[src/rtl/ylpc_pkg.sv]
package ylpc_pkg;

  // Table geometry: one axis per 4-bit component
  localparam int LEVELS_PER_AXIS = 16;
  localparam int NIBBLE_W        = $clog2(LEVELS_PER_AXIS);
  localparam int TABLE_DEPTH     = LEVELS_PER_AXIS * LEVELS_PER_AXIS * LEVELS_PER_AXIS;
  localparam int TABLE_AW        = $clog2(TABLE_DEPTH);
  localparam int CLASS_W         = 3;

  // Overlay colour registers
  localparam int COLOR_W        = 24;
  localparam int CHAN_W         = 8;
  localparam int NUM_COLOR_REGS = 7;
  localparam int CFG_IDX_W      = 3;

  localparam logic [CFG_IDX_W-1:0] CFG_CLASS1_COLOR = 3'd0;
  localparam logic [CFG_IDX_W-1:0] CFG_CLASS7_COLOR = 3'd6;

  typedef logic [NUM_COLOR_REGS-1:0][COLOR_W-1:0] color_bank_t;

  localparam color_bank_t COLOR_RESET = {
    24'h00FF00, 24'h0000FF, 24'hFFFFFF, 24'h800080,
    24'h808000, 24'hFF0000, 24'h00FFFF
  };

  // Item kind carried on tuser
  localparam logic FUNC_WRITE = 1'b0;
  localparam logic FUNC_PIXEL = 1'b1;

  localparam logic [NIBBLE_W-1:0] MID_CHROMA = 4'd8;

  // Conversion: every term scaled by 2000/16, so floor(w / 125) is the channel
  localparam int CONV_W = 17;
  localparam logic signed [CONV_W-1:0] K_Y    = 17'sd2000;
  localparam logic signed [CONV_W-1:0] K_CR_R = 17'sd2742;
  localparam logic signed [CONV_W-1:0] K_CR_G = 17'sd1396;
  localparam logic signed [CONV_W-1:0] K_CB_G = 17'sd672;
  localparam logic signed [CONV_W-1:0] K_CB_B = 17'sd3464;

  // Division by 125 through a reciprocal, exact below the saturation point
  localparam int SAT_LIMIT   = 32000;
  localparam int RECIP_MUL   = 33555;
  localparam int RECIP_SHIFT = 22;

  // Output queue
  localparam int OUT_Q_DEPTH = 4;
  localparam int OUT_Q_PW    = $clog2(OUT_Q_DEPTH);
  localparam int OUT_Q_CW    = $clog2(OUT_Q_DEPTH + 1);

  typedef struct packed {
    logic [NIBBLE_W-1:0] luma;
    logic [NIBBLE_W-1:0] cr;
    logic [NIBBLE_W-1:0] cb;
  } ylpc_pix_t;

  typedef struct packed {
    logic [CHAN_W-1:0]  red;
    logic [CHAN_W-1:0]  green;
    logic [CHAN_W-1:0]  blue;
    logic [CLASS_W-1:0] class_code;
    logic               is_classified;
  } ylpc_result_t;

  typedef struct packed {
    logic [OUT_Q_CW-1:0] level;
    logic                full;
  } ylpc_q_stat_t;

endpackage

[src/rtl/ylpc_fifo.sv]
module ylpc_fifo (
  input  logic                   clk,
  input  logic                   rst_n,
  input  logic                   push,
  input  ylpc_pkg::ylpc_result_t push_data,
  output logic                   out_valid,
  input  logic                   out_ready,
  output ylpc_pkg::ylpc_result_t out_data,
  output ylpc_pkg::ylpc_q_stat_t stat
);
  import ylpc_pkg::*;

  ylpc_result_t        mem_r [OUT_Q_DEPTH];
  logic [OUT_Q_PW-1:0] wr_ptr_r, rd_ptr_r;
  logic [OUT_Q_CW-1:0] count_r;
  logic                pop;

  function automatic logic [OUT_Q_PW-1:0] ptr_inc(input logic [OUT_Q_PW-1:0] p);
    return (p == OUT_Q_PW'(OUT_Q_DEPTH - 1)) ? '0 : p + OUT_Q_PW'(1);
  endfunction

  assign pop = out_valid && out_ready;

  // Advance pointers and level on push and pop
  always_ff @(posedge clk) begin
    if (!rst_n) begin
      wr_ptr_r <= '0;
      rd_ptr_r <= '0;
      count_r  <= '0;
    end else begin
      if (push) begin
        wr_ptr_r <= ptr_inc(wr_ptr_r);
      end
      if (pop) begin
        rd_ptr_r <= ptr_inc(rd_ptr_r);
      end
      if (push && !pop) begin
        count_r <= count_r + OUT_Q_CW'(1);
      end else if (pop && !push) begin
        count_r <= count_r - OUT_Q_CW'(1);
      end
    end
  end

  // Store results
  always_ff @(posedge clk) begin
    if (push) begin
      mem_r[wr_ptr_r] <= push_data;
    end
  end

  assign out_valid  = (count_r != '0);
  assign out_data   = mem_r[rd_ptr_r];
  assign stat.level = count_r;
  assign stat.full  = (count_r == OUT_Q_CW'(OUT_Q_DEPTH));

  a_no_overflow: assert property (@(posedge clk) disable iff (!rst_n)
    push |-> (!stat.full || pop))
    else $error("result queue overflow");

endmodule

[config.mk]
export PLATFORM = sky130hd
export DESIGN_NAME = ylpc_fifo
export DESIGN_NICKNAME = d
export VERILOG_FILES = /design/src/rtl/ylpc_pkg.sv /design/src/rtl/ylpc_fifo.sv
export SDC_FILE = /design/constraint.sdc
export NUM_CORES = 1
export LEC_CHECK = 0
export ABC_AREA = 1
export BUFFER_PORTS_ARGS = -buffer_cell sky130_fd_sc_hd__buf_2
export CORE_ASPECT_RATIO = 1.5
export CORE_MARGIN = 1
export CORE_UTILIZATION = 50
export DETAILED_ROUTE_END_ITERATION = 7
export PLACE_DENSITY = 0.71
export RECOVER_POWER = 100
export SLEW_MARGIN = 40
export SYNTH_ARGS = -nofsm -noshare
export SYNTH_HDL_FRONTEND = slang
export SYNTH_SLANG_ARGS = --single-unit
[constraint.sdc]
create_clock -name clk -period 2.1 [get_ports clk]
set_input_delay 0.21 -clock clk [delete_from_list [all_inputs] [get_ports clk]]
set_output_delay 0.21 -clock clk [all_outputs]
set_load 0.02 [all_outputs]
Word-level counts from Yosys, hierarchy flattened
Memory sizes are Yosys's and may differ from the RTL's. A register that Yosys moved wholly into a read port is not among the register bits. Cells that the tools add are included. W data, S select, Z words.

Add/subtract/negate cells: 4. Equality and inequality tests: 3. Multiplexer cells: 8. Reduce and logical (&&, ||, !) cells: 7.

Operator list (count): $mux W2 (4); $mux W3 (2); $add A2 B1 Y2 const B (2); $eq A2 B2 Y1 const B (2); $add A3 B1 Y3 const B (1); $eq A3 B3 Y1 const B (1); $logic_and A1 B1 Y1 (3); $reduce_bool A3 Y1 (1); $sub A3 B1 Y3 const B (1); $logic_not A1 Y1 (2); $mux W1 (2); $reduce_bool A2 Y1 (1).

Bits in registers: 7. RAM bits: 112. Bits of input ports: 32. Output and inout port bits: 33. Logic and storage cells: 26. Memories: 1.

Memory list: mem_r (depth 4, bits a word 28, rd ports 1, clocked after Yosys merged registers in 1, wr ports 1, RTL line ylpc_fifo.sv:13) `ylpc_result_t mem_r [OUT_Q_DEPTH];`.

Longest topological paths before layout
Depth after elaboration: 5. Gate-level depth with buffers: 12. Depth with buffers taken out: 12.

Least setup slack after synthesis
No wires, ideal clock.

Path kind: reg-to-reg. Start point: register count_r[0]. End point: register count_r[1]. Arrival: 1780 ps. Required time: 1984 ps. Path slack: 204 ps. Cell stages (with the launch flop): 9. Path buffers: 0. Cell sequence: dfxtp_1 -> nor2_1 -> nand2_1 -> nand2_1 -> ha_1 -> inv_1 -> fa_1 -> o21ai_0 -> nor2_1.

Longest elaborated chain between the ends: 5. Elaborated cells on any way between the ends: 10. Classes of those cells: add/sub: 2; mux: 2; reduce/logical: 6.

Ends and longest elaborated chain: start: declaration (RTL line ylpc_fifo.sv:15) `logic [OUT_Q_CW-1:0] count_r;`; start signal: assignment (RTL line ylpc_fifo.sv:38) `count_r <= count_r + OUT_Q_CW'(1);`; start signal: assignment (RTL line ylpc_fifo.sv:40) `count_r <= count_r - OUT_Q_CW'(1);`; $reduce_bool A3 Y1 (*) (RTL line ylpc_fifo.sv:52) `assign out_valid = (count_r != '0);`; via out_valid (RTL line ylpc_fifo.sv:6) `output logic out_valid,`; $logic_and A1 B1 Y1 (*) (RTL line ylpc_fifo.sv:22) `assign pop = out_valid && out_ready;`; $logic_not A1 Y1 (RTL line ylpc_fifo.sv:37) `if (push && !pop) begin`; $logic_and A1 B1 Y1 (RTL line ylpc_fifo.sv:37); $mux W3 / $reduce_bool A2 Y1 (equally long branches).

The timed path passes the listed nets; every way through them passes the cells marked *. The select of a mux whose other input is x is not followed. A chain may end at the register's enable or synchronous reset.

==> impl_metrics.tcl <==
set metrics [dict create \
    outcome "finished, final reports clean" \
    rows 42 \
    fin_util 0.6283 \
    cp_cell_sequence "buf_4 -> o21ai_0 -> o22ai_1 -> clkbuf_2" \
    clkSlewWorstSetupHoldPaths_ns 0.05 \
    final_max_slew_viol_count 0 \
    required_ns 1.89 \
    grt_pass1_wl_um 14350 \
    htreeDepth 4 \
    ys_ff_latch 121 \
    fin_crit_ns 1.970 \
    ys_seq_area_frac 0.7654 \
    vias_per_cell 5.375 \
    final_cell_mix "edfxtp_1, nor2_1, clkbuf_1" \
    r2r_start "count_r[0]" \
    route.detailed.drc 0 \
    r2r_end "count_r[2]" \
    io_buffers 64 \
    dp.cells 507 \
    relSlewSlack 0.5803 \
    drt_iter0_drc 186 \
    area_growth_pct 20.54 \
    hold_viol 0 \
    die_w_um 80.57 \
    synth.area.top_cells "edfxtp_1, nor2_1, o21ai_0, dfxtp_1, o22ai_1" \
    ioPinCount 65 \
    powerDensity_nw_per_um2 1358 \
    synth_cells 335 \
    cts_tree "yes" \
    synth_cell_type_count 22 \
    grtUsageTotal 0.2077 \
    grt_pass1_vias 2933 \
    rrSetupSlack_ns 0.33 \
    syn_area_per_cell_sq_um 13.82 \
    cp_max_fo 18 \
    setup_violations 0 \
    core-area_sq_um 8881 \
    layout-drive-gt1-share 0.1375 \
    clock_skew_ns 0.006064 \
    die_area_sq_um 9656 \
    tightest_slew_ns 0.6296 \
    cp-start-kind "register" \
    initial_core_util 0.5213 \
    total_leakage_power_nw 2.007 \
    cts_buffer_depth 2 \
    wirelength_um 8931 \
    instances_no_fill 539 \
    drt_first_pass_iters 5 \
    ys.warnings.count 0 \
    clkLatencyLatePin_ns 0.39 \
    vias 2897 \
    synth_area_sq_um 4629 \
    n_antenna_cell 0 \
    critPathMaxStageDelay_ns 0.52 \
    synth_nets 374 \
    endpoint "out_data[9]" \
    end_kind "output port" \
    numClockSinks 121 \
    die_h_um 119.9 \
    worstSetupPathType "reg2out" \
    irDropWorstVdd_uv 780.2 \
    cap_violations 0 \
    cts_inserted_buffers 17 \
    rsz0062_at_grt "no" \
    antenna_found_initial 0 \
    netlist.area_leader.share 0.7265 \
    gp_congestion 0.7785 \
    layout_commonest_cell "edfxtp_1" \
    root_buffer "clkbuf_16" \
    max_freq_ghz 0.5077 \
    ant_nets 0 \
    wl_per_cell_um 16.57 \
    fin_tns_setup_ns 0 \
    place_hpwl_um 5380 \
    slowest_stage "dfxtp_2" \
    finalCritPeriodShare 0.9379 \
    worst_ep_arrival_time_ns 1.76 \
    nNetsFinal 455 \
    grt.overflow.total 0 \
    synth_top_area_cell "edfxtp_1" \
    ff2ff_path_depth 12 \
    grt_max_degree 29 \
    hold_path.class "in2reg" \
    postCtsSetupBuffers 0 \
]
## worst min path at each step
stage	slack (ns)	start	end	depth (start not counted)
6_report	0.07	push_data[11]	mem_r[0][11]	1
2_1_floorplan	0.31	push_data[0]	mem_r[0][0]	0
3_5_place_dp	0.43	push_data[23]	mem_r[0][23]	1
5_1_grt	0.08	push_data[9]	mem_r[1][9]	1
4_1_cts	0.01	push_data[11]	mem_r[2][11]	1
3_3_place_gp	0.42	push_data[9]	mem_r[3][9]	1
## where the power goes
group / switching [W] / internal, W / leakage (nW)
clock network: 0.000911 / 0.00183 / 0.277
logic: 0.00135 / 0.000590 / 0.627
registers: 0.000102 / 0.00280 / 1.10
## layout make-up
type / instances / area, sq um
multi-input combinational: 181 / 909.6
clock inverter: 12 / 131.4
sequential: 121 / 3545
fill: 679 / 3301
inverter: 16 / 60.06
timing repair buffer: 79 / 360.3
tap: 110 / 137.6
clock buffer: 20 / 436.7
## per-stage QoR
| step | worst slack [ns] | hold slack, ns | total power [W] | area, sq um |
|---|---|---|---|---|
| finish | 0.1304 | 0.06742 | 0.007580 | 5580 |
| floorplan | 0.2038 | 0.3089 | 0.004297 | 4629 |
| detailed placement | 0.3363 | 0.4279 | 0.004942 | 5085 |
| CTS | 0.04374 | 0.01369 | 0.007676 | 5653 |
| global placement | 0.4332 | 0.4197 | 0.004885 | 5085 |
| global route | 0.02402 | 0.07516 | 0.007936 | 5580 |
## cell families after synthesis
logic type      count (synthesis)  share of synthesized area
simple gates                   84                    0.07027
flops                         121                     0.7654
buf+inv                        33                    0.03811
compound gates                 89                     0.1038
fa+ha+maj                       7                    0.02054
xor+xnor                        1                   0.001892
## sequential cells by signal, summed over array words and instances, names as in the netlist, named ones only
register	flops
count_r	3
mem_r	112
rd_ptr_r	2
wr_ptr_r	2
## metal layers
metal | wire length [um] | track usage | vias up | part of all wire
met5 | 0 | 0 | - | 0
met4 | 165 | 0.1027 | 0 | 0.018
met3 | 323 | 0.05779 | 14 | 0.036
met2 | 4710 | 0.3432 | 74 | 0.53
met1 | 3732 | 0.2452 | 1410 | 0.42
li1 | - | - | 1399 | -
## cell usage after synthesis (all sizes together)
library cell    n
o21ai          58
a21oi           3
nand2          13
nor2           66
nand3           1
buf            10
clkbuf          7
nand4           1
clkinv          1
o22ai          28
nor3            2
ha              6
edfxtp        112
nand3b          1
xor2            1
inv            15
fa              1
dfxtp           9
## timing repair
item                       in CTS  in global routing
hold buffers                    0                  0
setup endpoints to repair       0                  4
gates resized for setup         0                  1
## critical path: cells and delay by family (launching register included)
kind,cells,cell delay [ns]
compound gates,2,0.34
buf+inv,2,0.51
flops,1,0.52
No activity file was read; power rests on OpenSTA's default activity.
